## config.mk

```make
export PLATFORM = sky130hd
export DESIGN_NAME = lcdfb_dp
export DESIGN_NICKNAME = d
export VERILOG_FILES = /design/src/rtl/lcdfb_pkg.sv /design/src/rtl/lcdfb_dp.sv
export SDC_FILE = /design/constraint.sdc
export NUM_CORES = 1
export LEC_CHECK = 0
export ABC_AREA = 1
export BUFFER_PORTS_ARGS = -buffer_cell sky130_fd_sc_hd__buf_2
export CORE_MARGIN = 2
export CORE_UTILIZATION = 45
export CTS_BUF_LIST = sky130_fd_sc_hd__clkbuf_2 sky130_fd_sc_hd__clkbuf_4 sky130_fd_sc_hd__clkbuf_8
export CTS_CLUSTER_SIZE = 25
export DETAILED_ROUTE_END_ITERATION = 10
export PLACE_DENSITY = 0.7
export SYNTH_ARGS = -nofsm -noshare
export SYNTH_HDL_FRONTEND = slang
export SYNTH_SLANG_ARGS = --single-unit
```

## constraint.sdc

```tcl
create_clock -name clk -period 4.2 [get_ports clk]
set_input_delay 0.21 -clock clk [delete_from_list [all_inputs] [get_ports clk]]
set_output_delay 0.21 -clock clk [all_outputs]
set_load 0.005 [all_outputs]
```

## src/rtl/lcdfb_pkg.sv

```systemverilog
// ----------------------------------------------------------------------------
// lcdfb_pkg: shared types and constants of the lcd framebuffer flusher
// geometry, request codes, microcode word layout and bit reversal helper
// ----------------------------------------------------------------------------
`default_nettype none

package lcdfb_pkg;

	// panel geometry
	localparam int PAGES   = 8;
	localparam int COLUMNS = 128;
	localparam int WIDTH   = 128;
	localparam int HEIGHT  = 64;

	localparam int STORE_DEPTH = PAGES * COLUMNS;
	localparam int ADDR_W      = $clog2(STORE_DEPTH);
	localparam int PAGE_W      = (PAGES > 1) ? $clog2(PAGES) : 1;
	localparam int STEP_W      = $clog2(COLUMNS + 3);

	localparam logic [ADDR_W-1:0] ADDR_LAST = ADDR_W'(STORE_DEPTH - 1);
	localparam logic [STEP_W-1:0] STEP_LAST = STEP_W'(COLUMNS + 2);
	localparam logic [STEP_W-1:0] STEP_DATA = STEP_W'(3);
	localparam logic [PAGE_W-1:0] PAGE_LAST = PAGE_W'(PAGES - 1);

	// bus command bytes
	localparam logic [7:0] CMD_PAGE   = 8'hB0;
	localparam logic [7:0] CMD_COL_HI = 8'h10;
	localparam logic [7:0] CMD_COL_LO = 8'h00;

	// request codes
	localparam logic [1:0] CMD_SET   = 2'd0;
	localparam logic [1:0] CMD_CLEAR = 2'd1;
	localparam logic [1:0] CMD_FLUSH = 2'd2;
	localparam logic [1:0] CMD_TICK  = 2'd3;

	// microprogram addresses
	localparam int UPC_W = 3;
	localparam logic [UPC_W-1:0] UP_IDLE = 3'd0;
	localparam logic [UPC_W-1:0] UP_SET  = 3'd1;
	localparam logic [UPC_W-1:0] UP_CLR  = 3'd2;
	localparam logic [UPC_W-1:0] UP_ARM  = 3'd3;
	localparam logic [UPC_W-1:0] UP_TICK = 3'd4;

	// sequencing conditions
	localparam logic [1:0] COND_GOTO     = 2'd0;
	localparam logic [1:0] COND_DISPATCH = 2'd1;
	localparam logic [1:0] COND_LAST     = 2'd2;

	typedef struct packed {
		logic             ready;
		logic [1:0]       cond;
		logic [UPC_W-1:0] target;
		logic             mem_we;
		logic             wzero;
		logic             addr_inc;
		logic             out_load;
		logic             flush_arm;
	} uword_t;

	// control from the sequencer to the datapath
	typedef struct packed {
		logic accept;
		logic mem_we;
		logic wzero;
		logic addr_inc;
		logic out_load;
		logic flush_arm;
	} ctl_t;

	// status from the datapath to the sequencer
	typedef struct packed {
		logic out_free;
		logic clr_last;
	} stat_t;

	function automatic logic [7:0] rev8(input logic [7:0] v);
		logic [7:0] r;
		for (int i = 0; i < 8; i++) begin
			r[7-i] = v[i];
		end
		return r;
	endfunction

endpackage

`default_nettype wire

```

## src/rtl/lcdfb_dp.sv

```systemverilog
// ----------------------------------------------------------------------------
// lcdfb_dp: datapath
// pixel addressing, read-modify-write, flush counters and output register
// ----------------------------------------------------------------------------
`default_nettype none

module lcdfb_dp
	import lcdfb_pkg::*;
(
	input  wire logic              clk,
	input  wire logic              arst_n,
	input  wire ctl_t              ctl,
	output stat_t                  stat,
	input  wire logic [1:0]        cmd,
	input  wire logic [7:0]        pos_x,
	input  wire logic [7:0]        pos_y,
	input  wire logic              pixel_on,
	input  wire logic              cfg_valid,
	input  wire logic              cfg_data,
	output logic                   mem_we,
	output logic      [ADDR_W-1:0] mem_waddr,
	output logic      [7:0]        mem_wdata,
	output logic      [ADDR_W-1:0] mem_raddr,
	input  wire logic [7:0]        mem_rdata,
	output logic                   out_valid,
	input  wire logic              out_stall,
	output logic      [7:0]        bus_byte,
	output logic                   is_data,
	output logic                   frame_done
);

	logic              invert_q;
	logic [ADDR_W-1:0] addr_q;
	logic [2:0]        bit_q;
	logic              val_q;
	logic              range_q;
	logic              active_q;
	logic [PAGE_W-1:0] page_q;
	logic [STEP_W-1:0] step_q;
	logic              out_valid_q;
	logic [7:0]        bus_q;
	logic              data_q;
	logic              done_q;

	logic [8:0]        col_w;
	logic [4:0]        ypage_w;
	logic              in_range;
	logic [ADDR_W-1:0] pix_addr;
	logic [ADDR_W-1:0] flush_addr;
	logic [7:0]        mask;
	logic [7:0]        cmd_byte;
	logic              step_is_data;
	logic              step_end;

	// mirrored column and page of the pixel
	assign col_w    = 9'(WIDTH - 1) - {1'b0, pos_x};
	assign ypage_w  = pos_y[7:3];
	assign in_range = ({1'b0, pos_x} < 9'(WIDTH)) && ({1'b0, pos_y} < 9'(HEIGHT))
		&& (col_w < 9'(COLUMNS)) && ({1'b0, ypage_w} < 6'(PAGES));
	assign pix_addr   = ADDR_W'(int'(ypage_w) * COLUMNS + int'(col_w));
	assign flush_addr = ADDR_W'(int'(page_q) * COLUMNS + int'(step_q) - 3);

	// read issued on the accept edge
	assign mem_raddr = (cmd == CMD_SET) ? pix_addr : flush_addr;

	assign mask      = 8'h80 >> bit_q;
	assign mem_we    = ctl.mem_we & (ctl.wzero | range_q);
	assign mem_waddr = addr_q;
	assign mem_wdata = ctl.wzero ? 8'h00 : (val_q ? (mem_rdata | mask) : (mem_rdata & ~mask));

	assign stat.clr_last = (addr_q == ADDR_LAST);
	assign stat.out_free = ~out_valid_q | ~out_stall;

	always_comb begin
		case (step_q)
			STEP_W'(0): cmd_byte = CMD_PAGE + 8'(page_q);
			STEP_W'(1): cmd_byte = CMD_COL_HI;
			default:    cmd_byte = CMD_COL_LO;
		endcase
	end

	assign step_is_data = (step_q >= STEP_DATA);
	assign step_end     = (step_q == STEP_LAST);

	always_ff @(posedge clk or negedge arst_n) begin
		if (!arst_n) begin
			invert_q    <= 1'b0;
			addr_q      <= '0;
			range_q     <= 1'b0;
			active_q    <= 1'b0;
			page_q      <= '0;
			step_q      <= '0;
			out_valid_q <= 1'b0;
		end else begin
			if (cfg_valid) begin
				invert_q <= cfg_data;
			end
			if (ctl.accept) begin
				addr_q  <= (cmd == CMD_SET) ? pix_addr : '0;
				range_q <= (cmd == CMD_SET) & in_range;
			end else if (ctl.addr_inc) begin
				addr_q <= addr_q + ADDR_W'(1);
			end
			if (ctl.flush_arm) begin
				active_q <= 1'b1;
				page_q   <= '0;
				step_q   <= '0;
			end else if (ctl.out_load && active_q) begin
				if (step_end) begin
					step_q <= '0;
					if (page_q == PAGE_LAST) begin
						page_q   <= '0;
						active_q <= 1'b0;
					end else begin
						page_q <= page_q + PAGE_W'(1);
					end
				end else begin
					step_q <= step_q + STEP_W'(1);
				end
			end
			if (ctl.out_load && active_q) begin
				out_valid_q <= 1'b1;
			end else if (!out_stall) begin
				out_valid_q <= 1'b0;
			end
		end
	end

	always_ff @(posedge clk) begin
		if (ctl.accept) begin
			bit_q <= pos_y[2:0];
			val_q <= pixel_on ^ invert_q;
		end
		if (ctl.out_load && active_q) begin
			bus_q  <= step_is_data ? mem_rdata : rev8(cmd_byte);
			data_q <= step_is_data;
			done_q <= step_end && (page_q == PAGE_LAST);
		end
	end

	assign out_valid  = out_valid_q;
	assign bus_byte   = bus_q;
	assign is_data    = data_q;
	assign frame_done = done_q;

endmodule

`default_nettype wire

```

---- Yosys cells after proc, flatten, opt, wreduce, memory -nomap -nowiden ----
Cells that the tools add are included.
storage, ports and cells
  flip-flop bits (word level) ............. 39
  input port bits ......................... 38
  output and inout port bits .............. 42
  logic and storage cells ................. 75
operators by class
  $add $sub $neg .......................... 8
  magnitude comparators ................... 5
  equal/unequal tests ..................... 5
  shift-type cells ........................ 1
  multiplexer cells ....................... 21
  bitwise operators ....................... 10
  reduce and logical (&&, ||, !) cells .... 13
operators with widths
  operator                 count
  $mux W8                  6
  $mux W10                 4
  $pmux W8 S2              1
  $mux W3                  4
  $add A10 B1 Y10 const B  1
  $add A10 B8 Y10          1
  $add A10 B9 Y10          1
  $eq A10 B10 Y1 const B   1
  $sub A10 B2 Y10 const B  1
  $lt A9 B8 Y1 const B     1
  $sub A7 B8 Y9 const A    1
  $add A8 B1 Y8 const B    1
  $add A8 B3 Y8 const A    1
  $and A8 B8 Y8            1
  $eq A8 B1 Y1 const B     1
  $eq A8 B8 Y1 const B     1
  $ge A8 B2 Y1 const B     1
  $logic_not A8 Y1         1
  $lt A8 B7 Y1 const B     1
  $lt A8 B8 Y1 const B     1
  $not A8 Y8               1
  $or A8 B8 Y8             1
  $reduce_bool A2 Y1       4
  $shr A8 B3 Y8 const A    1
  13 further kinds         25

---- Depth between registers and ports, before layout ----
  word-level depth ........................ 5
  mapped depth ............................ 11
  gate-level depth less buffers ........... 11

---- Worst setup path before layout ----
Ideal clock, no wire load.
  kind .................................... reg2out
  start point ............................. register page_q[0]
  end point ............................... output mem_raddr[9]
  arrival ................................. 1.513 ns
  data required time ...................... 3.990 ns
  path slack .............................. 2.477 ns
  stages on the path, launching flop included .. 12
  path buffers ............................ 0
  cells stage by stage .................... dfrtp_1 > inv_1 > ha_1 > inv_1 > ha_1 > nand2_1 > inv_1 > a21oi_1 > nand2_1 > nand2_1 > nand3_1 > nand2_1
between the ends
  longest elaborated chain between the ends .. 3
ends and longest elaborated chain
  what                    line             RTL
  start, declared         lcdfb_dp.sv:38   logic [PAGE_W-1:0] page_q;
  start signal, assigned  lcdfb_dp.sv:115  page_q <= page_q + PAGE_W'(1);
  $add A10 B8 Y10         lcdfb_dp.sv:61   assign flush_addr = ADDR_W'(int'(page_q) * COLUMNS + int'(step_q) - 3);
  $sub A10 B2 Y10         lcdfb_dp.sv:61
  $mux W10                lcdfb_dp.sv:64   assign mem_raddr = (cmd == CMD_SET) ? pix_addr : flush_addr;
  end, declared           lcdfb_dp.sv:23   output logic [ADDR_W-1:0] mem_raddr,
No other way between the ends.

---- Worst setup path in the final report ----
Ends and elaborated chain as after synthesis.

==> flow_summary.yaml <==
pwr:
  power_density_nw_per_um2: 329
  leakagePower_uw: 0.00177
  ir_worst_vdd_mv: 0.205
sta:
  setup_tns_ps: 0
  min_period_ps: 2280
  setup_viol: 0
  clock_skew_ps: 10.0
  min_period_over_period_pct: 54.3
  max_clock_freq_mhz: 439
  drv_slew: 0
  hold_viol: 0
  fin_hold_ws_ps: 90.4
  tightest_slew_ps: 1020
  relSlewSlack_pct: 31.4
  rsz0062_at_grt: "no"
clock_network:
  cts_tree: "yes"
  worstSkewPairLatency_ps: 300
  cts_root_buf: "clkbuf_8"
  numCtsBuffers: 5
  clock_sinks: 39
  clk_pin_slew_ps: 80
  h-tree-depth: 2
  clock_path_buffers: 2
  cts_resized: 0
synth:
  synth_cell_types: 35
  ys_ff_latch: 39
  ys_warn_count: 0
  syn_area_um2: 2740
  synth_fp_nets: 427
  synthCells: 365
  ys_seq_area_share_pct: 38.2
  synth.avg_cell_area_um2: 7.50
placed_design:
  io_buffers: 79
  gp_congestion: 0.843
  place_hpwl_um: 5330
setup_path:
  cp.arrival_ps: 2070
  worstSetupStartpointType: "flop"
  critical_path_class: "reg2out"
  critPathMaxFanout: 3
  cp-end-kind: "primary output"
  cp_data_required_time_ps: 3990
cells_and_area:
  diodes: 0
  areaGrowthSynthToFinish_pct: 20.5
  layout_commonest_cell: "nand2_1"
  fin_util_pct: 56.1
  final_cell_mix: "nand2_1 (82), buf_2 (79), inv_1 (54), nand3_1 (33)"
  drive_gt1_share_pct: 24.9
  finalNetCount: 511
run_status:
  outcome: "complete, no violations"
routing:
  wl_um: 6600
  routed-via-count: 2659
  vias_per_cell: 5.06
  drt_iter0_drc: 121
  drc: 0
  drtAntennaViolNets: 0
  routedWlPerCell_um: 12.6
  dr.pass1.iters: 5
global_routing:
  grt_pass1_wl_um: 10600
  grt_antenna_before_repair: 0
  grt_max_degree: 26
  track_usage_pct: 20.7
  grt_pass1_vias: 2381
  overflow: 0
job:
  maxCapViolCount: 0
floorplanning:
  fp.dieH_um: 82.0
  dieArea_um2: 6730
  io_pins: 80
  start_util_pct: 46.5
  core_area_um2: 5890
  num_rows: 28
  fp.dieW_um: 82.0
hold_path:
  hold_path_class: "in2reg"
==> layer usage <==
metal	global-route usage, %	wire length (um)	up-vias
li1	-	-	1355
met1	28.5	2930	1201
met2	33.2	3090	96
met3	3.96	507	7
met4	5.67	78	0
met5	0	0	-
==> kinds of logic after synthesis <==
group,after synthesis,synth area share [%]
AO/OA/AOI/OAI,60,12.2
XOR/XNOR,4,1.28
adder cells (fa/ha/maj),24,11.2
buffers and inverters,72,10.2
flip-flops,39,38.2
multiplexers,1,0.411
AND/OR/NAND/NOR,165,26.5
==> final timing paths <==
kind,start,endpoint,slack [ps],cells past startpoint
setup / recovery,page_q[0],mem_raddr[9],1920,12
hold / removal,pos_y[0],bit_q[0],90,1
setup reg to reg,step_q[3],bus_byte[7],1940,6
hold reg to reg,active_q,active_q,470,2
max in group asynchronous,arst_n,range_q,3330,2
min in group asynchronous,arst_n,page_q[1],460,2
==> per-stage QoR <==
| stage | instance area [um^2] | instances | total power, uW | setup WS [ps] |
|---|---|---|---|---|
| after floorplan | 2740 | 365 | 708 | 2480 |
| final | 3300 | 525 | 1090 | 1920 |
| after global placement | 3210 | 516 | 843 | 2080 |
| after detailed placement | 3210 | 516 | 851 | 1940 |
| after CTS | 3300 | 525 | 1100 | 1890 |
| after global routing | 3300 | 525 | 1180 | 1580 |
==> worst max-delay path, cell delays in order, from the launching register on <==
cell and delay [ps]:
dfrtp_1 380, inv_1 90, ha_1 280, inv_1 50, ha_1 310, nand2_1 100, inv_1 40, a21oi_1 170
nand2_1 70, nand2_1 50, nand3_1 70, nand2_1 60, buf_2 100
==> layout make-up <==
class	instances	area, um^2
inverters	69	259
clock inverters	3	15.0
flip-flops and latches	39	1050
multi-input cells	254	1410
fillers	559	2580
clock buffers	5	68.8
well taps	75	93.8
repair buffers	80	405
==> synth_stat cells, drive strengths merged <==
| cell type | count | area share, % |
|---|---|---|
| a21oi | 18 | 3.4 |
| a221oi | 1 | 0.32 |
| a22oi | 2 | 0.73 |
| buf | 3 | 0.78 |
| clkinv | 1 | 0.14 |
| dfrtp | 25 | 23 |
| edfxtp | 14 | 15 |
| fa | 1 | 0.73 |
| ha | 23 | 11 |
| inv | 68 | 9.3 |
| mux2 | 1 | 0.41 |
| nand2 | 84 | 12 |
| nand3 | 33 | 6.0 |
| nand3b | 1 | 0.27 |
| nand4 | 4 | 0.91 |
| nor2 | 29 | 4.5 |
| nor3 | 6 | 1.1 |
| o211ai | 1 | 0.27 |
| o21a | 1 | 0.27 |
| o21ai | 29 | 5.3 |
| o22ai | 7 | 1.6 |
| o31ai | 1 | 0.27 |
| or2 | 8 | 1.9 |
| xor2 | 4 | 1.3 |
==> registers in the layout, summed over array words and instances, names as in the netlist <==
name	flops
frame_done	1
bus_byte	8
invert_q	1
is_data	1
page_q	3
out_valid	1
mem_waddr	10
step_q	8
range_q	1
val_q	1
active_q	1
bit_q	3
==> power by group <==
| part | internal, uW | switching, uW |
|---|---|---|
| Sequential | 452 | 37.2 |
| Combinational | 148 | 203 |
| Clock | 114 | 132 |
| Total | 714 | 372 |
==> timing repair <==
action	in CTS	in global routing
hold buffers	1	0
endpoints found under the hold margin	25	0
setup buffers	0	0
No activity file was read; power rests on OpenSTA's default activity.
