===== src/rtl/lcdfb_pkg.sv =====
// ----------------------------------------------------------------------------
// lcdfb_pkg: shared types and constants of the lcd framebuffer flusher
// geometry, request codes, microcode word layout and bit reversal helper
// ----------------------------------------------------------------------------
`default_nettype none

package lcdfb_pkg;

	// panel geometry
	localparam int PAGES   = 8;
	localparam int COLUMNS = 128;
	localparam int WIDTH   = 128;
	localparam int HEIGHT  = 64;

	localparam int STORE_DEPTH = PAGES * COLUMNS;
	localparam int ADDR_W      = $clog2(STORE_DEPTH);
	localparam int PAGE_W      = (PAGES > 1) ? $clog2(PAGES) : 1;
	localparam int STEP_W      = $clog2(COLUMNS + 3);

	localparam logic [ADDR_W-1:0] ADDR_LAST = ADDR_W'(STORE_DEPTH - 1);
	localparam logic [STEP_W-1:0] STEP_LAST = STEP_W'(COLUMNS + 2);
	localparam logic [STEP_W-1:0] STEP_DATA = STEP_W'(3);
	localparam logic [PAGE_W-1:0] PAGE_LAST = PAGE_W'(PAGES - 1);

	// bus command bytes
	localparam logic [7:0] CMD_PAGE   = 8'hB0;
	localparam logic [7:0] CMD_COL_HI = 8'h10;
	localparam logic [7:0] CMD_COL_LO = 8'h00;

	// request codes
	localparam logic [1:0] CMD_SET   = 2'd0;
	localparam logic [1:0] CMD_CLEAR = 2'd1;
	localparam logic [1:0] CMD_FLUSH = 2'd2;
	localparam logic [1:0] CMD_TICK  = 2'd3;

	// microprogram addresses
	localparam int UPC_W = 3;
	localparam logic [UPC_W-1:0] UP_IDLE = 3'd0;
	localparam logic [UPC_W-1:0] UP_SET  = 3'd1;
	localparam logic [UPC_W-1:0] UP_CLR  = 3'd2;
	localparam logic [UPC_W-1:0] UP_ARM  = 3'd3;
	localparam logic [UPC_W-1:0] UP_TICK = 3'd4;

	// sequencing conditions
	localparam logic [1:0] COND_GOTO     = 2'd0;
	localparam logic [1:0] COND_DISPATCH = 2'd1;
	localparam logic [1:0] COND_LAST     = 2'd2;

	typedef struct packed {
		logic             ready;
		logic [1:0]       cond;
		logic [UPC_W-1:0] target;
		logic             mem_we;
		logic             wzero;
		logic             addr_inc;
		logic             out_load;
		logic             flush_arm;
	} uword_t;

	// control from the sequencer to the datapath
	typedef struct packed {
		logic accept;
		logic mem_we;
		logic wzero;
		logic addr_inc;
		logic out_load;
		logic flush_arm;
	} ctl_t;

	// status from the datapath to the sequencer
	typedef struct packed {
		logic out_free;
		logic clr_last;
	} stat_t;

	function automatic logic [7:0] rev8(input logic [7:0] v);
		logic [7:0] r;
		for (int i = 0; i < 8; i++) begin
			r[7-i] = v[i];
		end
		return r;
	endfunction

endpackage

`default_nettype wire


===== src/rtl/lcdfb_seq.sv =====
// ----------------------------------------------------------------------------
// lcdfb_seq: microcode sequencer
// step counter, control rom and jump logic
// ----------------------------------------------------------------------------
`default_nettype none

module lcdfb_seq
	import lcdfb_pkg::*;
(
	input  wire logic       clk,
	input  wire logic       arst_n,
	input  wire logic       in_valid,
	input  wire logic [1:0] in_cmd,
	input  wire stat_t      stat,
	output logic            in_ready,
	output ctl_t            ctl
);

	logic [UPC_W-1:0] upc_q;
	logic [UPC_W-1:0] upc_nxt;
	uword_t           uw;
	logic             accept;

	function automatic uword_t ucode(input logic [UPC_W-1:0] a);
		uword_t w;
		w = '0;
		case (a)
			UP_IDLE: begin
				w.ready = 1'b1;
				w.cond  = COND_DISPATCH;
			end
			UP_SET: begin
				w.mem_we = 1'b1;
				w.target = UP_IDLE;
			end
			UP_CLR: begin
				w.mem_we   = 1'b1;
				w.wzero    = 1'b1;
				w.addr_inc = 1'b1;
				w.cond     = COND_LAST;
				w.target   = UP_IDLE;
			end
			UP_ARM: begin
				w.flush_arm = 1'b1;
				w.target    = UP_IDLE;
			end
			UP_TICK: begin
				w.out_load = 1'b1;
				w.target   = UP_IDLE;
			end
			default: begin
				w.target = UP_IDLE;
			end
		endcase
		return w;
	endfunction

	function automatic logic [UPC_W-1:0] entry(input logic [1:0] c);
		logic [UPC_W-1:0] e;
		case (c)
			CMD_SET:   e = UP_SET;
			CMD_CLEAR: e = UP_CLR;
			CMD_FLUSH: e = UP_ARM;
			CMD_TICK:  e = UP_TICK;
			default:   e = UP_IDLE;
		endcase
		return e;
	endfunction

	assign uw       = ucode(upc_q);
	assign in_ready = uw.ready & stat.out_free;
	assign accept   = in_valid & in_ready;

	always_comb begin
		case (uw.cond)
			COND_GOTO:     upc_nxt = uw.target;
			COND_DISPATCH: upc_nxt = accept ? entry(in_cmd) : upc_q;
			COND_LAST:     upc_nxt = stat.clr_last ? uw.target : upc_q;
			default:       upc_nxt = UP_IDLE;
		endcase
	end

	// reset enters the clearing loop
	always_ff @(posedge clk or negedge arst_n) begin
		if (!arst_n) begin
			upc_q <= UP_CLR;
		end else begin
			upc_q <= upc_nxt;
		end
	end

	assign ctl.accept    = accept;
	assign ctl.mem_we    = uw.mem_we;
	assign ctl.wzero     = uw.wzero;
	assign ctl.addr_inc  = uw.addr_inc;
	assign ctl.out_load  = uw.out_load;
	assign ctl.flush_arm = uw.flush_arm;

endmodule

`default_nettype wire


===== config.mk =====
export PLATFORM = sky130hd
export DESIGN_NAME = lcdfb_seq
export DESIGN_NICKNAME = d
export VERILOG_FILES = /design/src/rtl/lcdfb_pkg.sv /design/src/rtl/lcdfb_seq.sv
export SDC_FILE = /design/constraint.sdc
export NUM_CORES = 1
export LEC_CHECK = 0
export BUFFER_PORTS_ARGS = -buffer_cell sky130_fd_sc_hd__buf_2
export CAP_MARGIN = 5
export CORE_AREA = 3 3 40 42
export CTS_CLUSTER_SIZE = 25
export DETAILED_ROUTE_END_ITERATION = 6
export DIE_AREA = 0 0 43 45
export PLACE_DENSITY = 0.43
export SLEW_MARGIN = 25
export SYNTH_ARGS = -nofsm -noshare
export SYNTH_HDL_FRONTEND = slang
export SYNTH_SLANG_ARGS = --single-unit

===== constraint.sdc =====
create_clock -name clk -period 3.7 [get_ports clk]
set_input_delay 0.74 -clock clk [delete_from_list [all_inputs] [get_ports clk]]
set_output_delay 0.74 -clock clk [all_outputs]
set_load 0.01 [all_outputs]

## After elaboration in Yosys (flattened, before gate mapping)

Index checks and enable logic that the tools add are counted.

| storage, ports and cells | value |
|---|---|
| register bits | 3 |
| bits of input ports | 7 |

| operators by class | value |
|---|---|
| muxes and demuxes | 10 |
| equal/unequal tests | 11 |
| reduce and logical (&&, ||, !) cells | 4 |
| bitwise gates (word level) | 2 |

Operators with widths:

| cell | number |
|---|---|
| case mux 3 bit (4 select lines) | 1 |
| == test 2 bit, second input constant | 3 |
| == test 3 x 2 -> 1 bit, second input constant | 2 |
| 2-to-1 mux 3 bit | 2 |
| case mux 3 bit (2 select lines) | 1 |
| == test 2 x 1 -> 1 bit, second input constant | 2 |
| 2-to-1 mux 1 bit | 4 |
| inequality test 2 bit, second input constant | 2 |
| case mux 2 bit (2 select lines) | 1 |
| == test 3 x 1 -> 1 bit, second input constant | 1 |
| == test 3 bit, second input constant | 1 |
| zero test 3 bit | 1 |
| bitwise AND 1 bit | 2 |
| zero test 2 bit | 1 |
| 2-to-1 mux 2 bit | 1 |
| AND reduction 2 bit | 1 |
| OR reduction 2 bit | 1 |

## Depth between registers and ports, before layout

Gate-level depths: netlist of run 1.

| depth | value |
|---|---|
| word-level depth | 6 |
| depth in mapped cells | 3 |

## Worst setup path after synthesis of run 1

No wires, ideal clock.

| timing | value |
|---|---|
| path kind | in2out |
| from | in stat[1] in the netlist's numbering |
| to | out ctl[5] in the netlist's numbering |
| path slack | 1.624 ns |
| buffers on the path | 1 |
| arrival time | 1.336 ns |
| required time | 2.960 ns |
| stages | 3 |
| cells stage by stage | nor4b_4 -> and2_2 -> buf_4 |

| between the ends | value |
|---|---|
| word-level cells in the longest chain between the ends | 2 |

RTL lines:

| element | line | RTL |
|---|---|---|
| start, declared | lcdfb_seq.sv:14 | `input wire stat_t stat,` |
| bitwise AND 1 bit | lcdfb_seq.sv:71 | `assign in_ready = uw.ready & stat.out_free;` |
| bitwise AND 1 bit | lcdfb_seq.sv:72 | `assign accept = in_valid & in_ready;` |
| end, declared | lcdfb_seq.sv:16 | `output ctl_t ctl` |

Every way passes these cells.

==> results.cfg, run 1 <==
[outcome]
status = completed

[worst_setup_path]
arrival_ns = 1.38
r2r.worst_path.cells = 2
worstSetupPathType = input port to output pin
critPathRequiredTime_ns = 2.96
end_kind = output pin
reg2reg_to = upc_q[1]$_DFFE_PN1P_
cp_max_fo = 5
rrSetupSlack_ns = 2.57
startpoint_type = input port
r2r-start = upc_q[1]$_DFFE_PN1P_

[sta]
slew_headroom = 0.7822
tns_ns = 0
fmax_mhz = 472.1
final_max_slew_viol_count = 0
tightest_slew_ns = 0.3259
period_share = 0.5725
holdWs_ns = 0.2980
post-route-min-period_ns = 2.118
hold_viol_final = 0
rsz0062_at_grt = no
clock_skew_ns = 0.0003445
setup_viol = 0

[synth]
yosysWarnings = 0
synth_fp_nets = 31
synth_top_area_cell = dfrtp_1
synthesis.area_um2 = 235.2
syn_inst = 21
yosysSeqAreaShare = 0.3245
syn_avg_cell_area_um2 = 11.20
ys_types = 14
ys_ff_latch = 3
synth_area_leaders = dfrtp_1, ha_1, dfstp_2, nor4b_4, buf_4
netlist.area_leader.share = 0.2128

[floorplanning]
start_util = 0.1831
num_io_pins = 14
design.core.area_um2 = 1285
die_area_um2 = 1935
row_count = 13
chipHeight_um = 45
fp.dieW_um = 43

[clock_network]
holdBufCountCts = 0
clkTransAtPathRegs_ns = 0.04
clockBufferDepth = 2
cts_sinks = 3
cts_made_buffers = 3
cts-root-buf = clkbuf_4
cts-resized-gates = 0
cts_tree = yes
htreeDepth = 1
clock_latency_ns = 0.23
post_cts.repair.setup_buffers = 0

[drt]
drt_first_pass_iters = 1
drc = 0
drt_iter0_markers = 0
viasPerCell = 3.941
ant_nets = 0
routed_wl_um = 498
wire_per_inst_um = 9.765
vias = 201

[final_layout]
area_growth_pct = 40.43
regMostFlops = upc_q
nNetsFinal = 47
largest_reg_flops = 3
design_area_um2 = 330.3
drive_gt1_frac = 0.5556
finalNonFillerCells = 51
diodes = 0
reg_top3 = upc_q x3

[global_route]
track_usage = 0.06761
grt_max_degree = 6
grt_pass1_wl_um = 910
overflow = 0
antenna_found_initial = 0
grt_pass1_vias = 220

[power_and_ir_drop]
power_density_nw_per_um2 = 371.1
total_power_w = 0.0001226
leakagePower_nw = 0.2003
peakVddDrop_mv = 0.08401

[worst_hold_path]
hold_path_class = input port to async pin

[job]
drv.max_cap_violation_count = 0

[placed_design]
port_buffers = 13
place_congestion = 0.6753
placed_area_um2 = 304.0
placedCellCount = 47
## layer usage
layer,track usage,part of all wire
met4,0.03614,0
met1,0.07282,0.40
met3,0.05179,0.17
met5,0,0
met2,0.09581,0.43
## worst max path at each step
stage                 start  endpoint  slack (ns)  cells past startpoint
finish              stat[1]    ctl[5]        1.58                      4
global route        stat[1]    ctl[5]        1.49                      4
CTS                 stat[1]    ctl[5]        1.56                      4
detailed placement  stat[1]    ctl[5]        1.56                      4
global placement    stat[1]    ctl[5]        1.59                      4
floorplan           stat[1]    ctl[5]        1.62                      3
## placed cells by master, fill, tap and decap left out
| master | n |
|---|---|
| xnor2_1 | 1 |
| dfstp_2 | 1 |
| inv_1 | 3 |
| clkbuf_1 | 1 |
| buf_2 | 13 |
| dfrtp_1 | 2 |
| o211a_1 | 1 |
| nor2_1 | 1 |
| ha_1 | 3 |
| and3b_2 | 1 |
| and2_2 | 1 |
| nor4b_4 | 1 |
| a32o_1 | 1 |
| clkbuf_4 | 3 |
| nor3b_1 | 2 |
| and3_1 | 1 |
## cell families after synthesis
kind of cell | count (synthesis) | synth area share
adder cells (fa/ha/maj) | 3 | 0.1596
AND/OR/NAND/NOR | 7 | 0.2819
AO/OA/AOI/OAI | 2 | 0.08511
buffers and inverters | 5 | 0.1117
XOR/XNOR | 1 | 0.03724
flip-flops | 3 | 0.3245
## layout make-up
class                   instances  area, um^2
fillers                       148       954.7
multi-input cells              13       132.6
flip-flops and latches          3       76.32
repair buffers                 13       65.06
clock buffers                   4       26.28
well taps                      15       18.77
inverters                       3       11.26
## where the power goes
group | switching, W | total [W] | leakage [nW] | internal, W
Clock | 0.0000158 | 0.0000562 | 0.0150 | 0.0000403
Combinational | 0.0000128 | 0.0000268 | 0.147 | 0.0000141
Sequential | 0.00000361 | 0.0000396 | 0.0378 | 0.0000359
## stage by stage
stage	setup slack (ns)	util
floorplan	1.624	-
global placement	1.587	0.2366
detailed placement	1.561	0.2366
CTS	1.563	0.2571
global route	1.489	0.2571
finish	1.582	0.2571
## critical path, stage by stage
cell	delay (ns)
buf_2	0.08
nor4b_4	0.26
and2_2	0.19
buf_2	0.12
## synth_stat cells
cell type / count
ha_1: 3
inv_1: 3
buf_4: 2
dfrtp_1: 2
nor3b_1: 2
a32o_1: 1
and2_2: 1
and3_1: 1
and3b_2: 1
dfstp_2: 1
nor2_1: 1
nor4b_4: 1
o211a_1: 1
xnor2_1: 1
No activity file was read; power rests on OpenSTA's default activity.
==> run 2, diff against run 1 <==
--- a/config.mk
+++ b/config.mk
@@ -5,13 +5,14 @@
 export SDC_FILE = /design/constraint.sdc
 export NUM_CORES = 1
 export LEC_CHECK = 0
+export ABC_AREA = 1
 export BUFFER_PORTS_ARGS = -buffer_cell sky130_fd_sc_hd__buf_2
 export CAP_MARGIN = 5
 export CORE_AREA = 3 3 40 42
 export CTS_CLUSTER_SIZE = 25
 export DETAILED_ROUTE_END_ITERATION = 6
 export DIE_AREA = 0 0 43 45
-export PLACE_DENSITY = 0.43
+export PLACE_DENSITY = 0.47
 export SLEW_MARGIN = 25
 export SYNTH_ARGS = -nofsm -noshare
 export SYNTH_HDL_FRONTEND = slang
==> constraint.sdc (replaced) <==
create_clock -name clk -period 1.7 [get_ports clk]
set_input_delay 0.34 -clock clk [delete_from_list [all_inputs] [get_ports clk]]
set_output_delay 0.34 -clock clk [all_outputs]
set_load 0.01 [all_outputs]
==> run 2 against run 1 <==
Setup slack worse by 1.4 ns. Critical path type is now flop to output pin. Core utilization up 3.0 points. Largest power group is now combinational logic. Count of clock-buffer cells in the layout unchanged. Sequential power rose to 3.1 times the previous value.
==> results.cfg, run 2 <==
[synth]
ys_ff_latch = 3
yosysSeqAreaShare = 0.2891
synth_most_common_cell = nor2_1
yosysWarnings = 0
synth_top_area_cell = dfrtp_1
synth_ff_type = dfrtp_1
netlist.area_leader.share = 0.1896
synth_fp_nets = 48
syn_avg_cell_area_um2 = 6.947
ys_types = 16
synth_edf_count = 0
syn_inst = 38
netlist_top_cells_count = nor2_1, inv_1, nand2_1, inv_2, ha_1
synthArstFlopShare = 1.000
synthesis.area_um2 = 264.0
synth_area_leaders = dfrtp_1, ha_1, dfstp_2, nor2_1, inv_1

[worst_setup_path]
cp_max_fo = 3
cp_slowest_stage_delay_ns = 0.54
rrSetupSlack_ns = 0.62
critPathRequiredTime_ns = 1.36
startpoint_type = flop
worstSetupPathType = flop to output pin
r2r.worst_path.cells = 5
end_kind = output pin
crit_family = flip-flops
reg2reg_to = upc_q[0]$_DFFE_PN0P_
arrival_ns = 1.13
cp.buffers_inverters = 2
r2r-start = upc_q[1]$_DFFE_PN1P_
cp_slowest_cell = dfstp_2
crit_chain = inv_2 > nor3_1 > buf_2

[placed_design]
place_congestion = 0.6551
dp_hpwl_um = 426.8
port_buffers = 13
placedCellCount = 64

[clock_network]
clock_latency_ns = 0.23
cts_sinks = 3
clockBufferDepth = 2
cts-root-buf = clkbuf_4
cts_made_buffers = 3
post_cts.repair.setup_buffers = 0
clkTransAtPathRegs_ns = 0.04
cts_tree = yes
htreeDepth = 1

[floorplanning]
row_count = 13
start_util = 0.2055
num_io_pins = 14
design.core.area_um2 = 1285
die_area_um2 = 1935
chipHeight_um = 45
fp.dieW_um = 43

[drt]
ant_nets = 0
drt_iter0_markers = 1
drt_first_pass_iters = 2
drc = 0
wire_per_inst_um = 7.406
routed_wl_um = 511
vias = 272
viasPerCell = 3.942

[worst_hold_path]
hold_path.startpoint = stat[0]
hold_end = upc_q[1]$_DFFE_PN1P_
min_path_cells = 3
hold_path_class = input port to flop

[sta]
setup_viol = 0
holdWs_ns = 0.3861
hold_viol_final = 0
period_share = 0.8646
slew_headroom = 0.8870
tightest_slew_ns = 0.1688
final_max_slew_viol_count = 0
tns_ns = 0
fmax_mhz = 680.3
rsz0062_at_grt = no
clock_skew_ns = 0.0006213
post-route-min-period_ns = 1.470

[global_route]
grtUsageMet3 = 0.02390
met2_usage = 0.08683
grt_pass1_vias = 216
track_usage = 0.06172
overflow = 0
grt_pass1_wl_um = 752
grt_max_degree = 5
met1_usage = 0.05085
gr-max-usage-layer = met4
antenna_found_initial = 0

[final_layout]
diodes = 0
nNetsFinal = 65
multi_input_area_um2 = 138.9
largest_reg_flops = 3
layout_commonest_cell = buf_2
layout_common_cells = buf_2, nor2_1, inv_1, nand2_1, inv_2
regMostFlops = upc_q
drive_gt1_frac = 0.4444
num-fill-cells = 157
area_growth_pct = 39.81
seq_area_um2 = 76.32
finalNonFillerCells = 69
reg_top3 = upc_q x3

[job]
drv.max_cap_violation_count = 0

[outcome]
status = completed

[power_and_ir_drop]
power_density_nw_per_um2 = 1414
leakagePower_nw = 0.2236
peakVddDrop_mv = 0.3234
-- run 2: report_power, final --
| group | internal [W] | switching [W] | leakage (nW) |
|---|---|---|---|
| Sequential | 0.000101 | 0.0000203 | 0.0375 |
| Combinational | 0.000108 | 0.000166 | 0.171 |
| Clock | 0.0000881 | 0.0000389 | 0.0150 |
| Total | 0.000297 | 0.000225 | 0.224 |
-- run 2: routing by layer --
layer | part of all wire | vias to the layer above
met2 | 0.43 | 13
met3 | 0.084 | 5
met5 | 0 | -
li1 | - | 143
met4 | 0.067 | 0
met1 | 0.41 | 111
-- run 2: per-stage QoR --
| step | setup WS [ns] | power (W) | cell area, um^2 | util |
|---|---|---|---|---|
| 3_5_place_dp | 0.4845 | 0.0003986 | 332.8 | 0.2590 |
| 2_1_floorplan | 0.4874 | 0.0003292 | 264.0 | - |
| 5_1_grt | 0.1575 | 0.0005788 | 369.1 | 0.2872 |
| 4_1_cts | 0.2276 | 0.0005331 | 369.1 | 0.2872 |
| 3_3_place_gp | 0.4901 | 0.0004018 | 332.8 | 0.2590 |
| 6_report | 0.2302 | 0.0005219 | 369.1 | 0.2872 |
-- run 2: worst register-to-register path, cell delays in order, from the launching register on --
cell and delay [ns]:
dfstp_2 0.54, nand3_2 0.09, nor2_1 0.16, inv_2 0.04
nand2_1 0.09, nor2_1 0.04
-- run 2: final cells by class --
cell class	instances	area share
flip-flops and latches	3	0.2068
inverters	9	0.09153
multi-input cells	24	0.3763
repair buffers	14	0.2034
clock buffers	4	0.07119
well taps	15	0.05085
-- run 2: worst max path at each step --
stage | slack (ns) | from | cells past startpoint | end
2_1_floorplan | 0.49 | upc_q[1]$_DFFE_PN1P_ | 2 | ctl[0]
5_1_grt | 0.16 | upc_q[0]$_DFFE_PN0P_ | 4 | ctl[5]
4_1_cts | 0.23 | upc_q[2]$_DFFE_PN0P_ | 4 | ctl[5]
3_5_place_dp | 0.48 | upc_q[1]$_DFFE_PN1P_ | 3 | ctl[0]
3_3_place_gp | 0.49 | upc_q[1]$_DFFE_PN1P_ | 3 | ctl[0]
6_report | 0.23 | upc_q[1]$_DFFE_PN1P_ | 3 | ctl[0]
-- run 2: repair_timing --
action,4_1_cts,5_1_grt
endpoints found under the setup margin,0,0
hold buffers,1,0
hold endpoints to repair,2,0
resized for setup,0,0
-- run 2: cell families (layout without fill, tap and decap cells) --
kind of cell,after synthesis,in the layout,share of synthesized area
fa+ha+maj,3,3,0.1422
flops,3,3,0.2891
simple gates,17,17,0.2986
compound gates,4,4,0.08530
buf+inv,11,27,0.1848
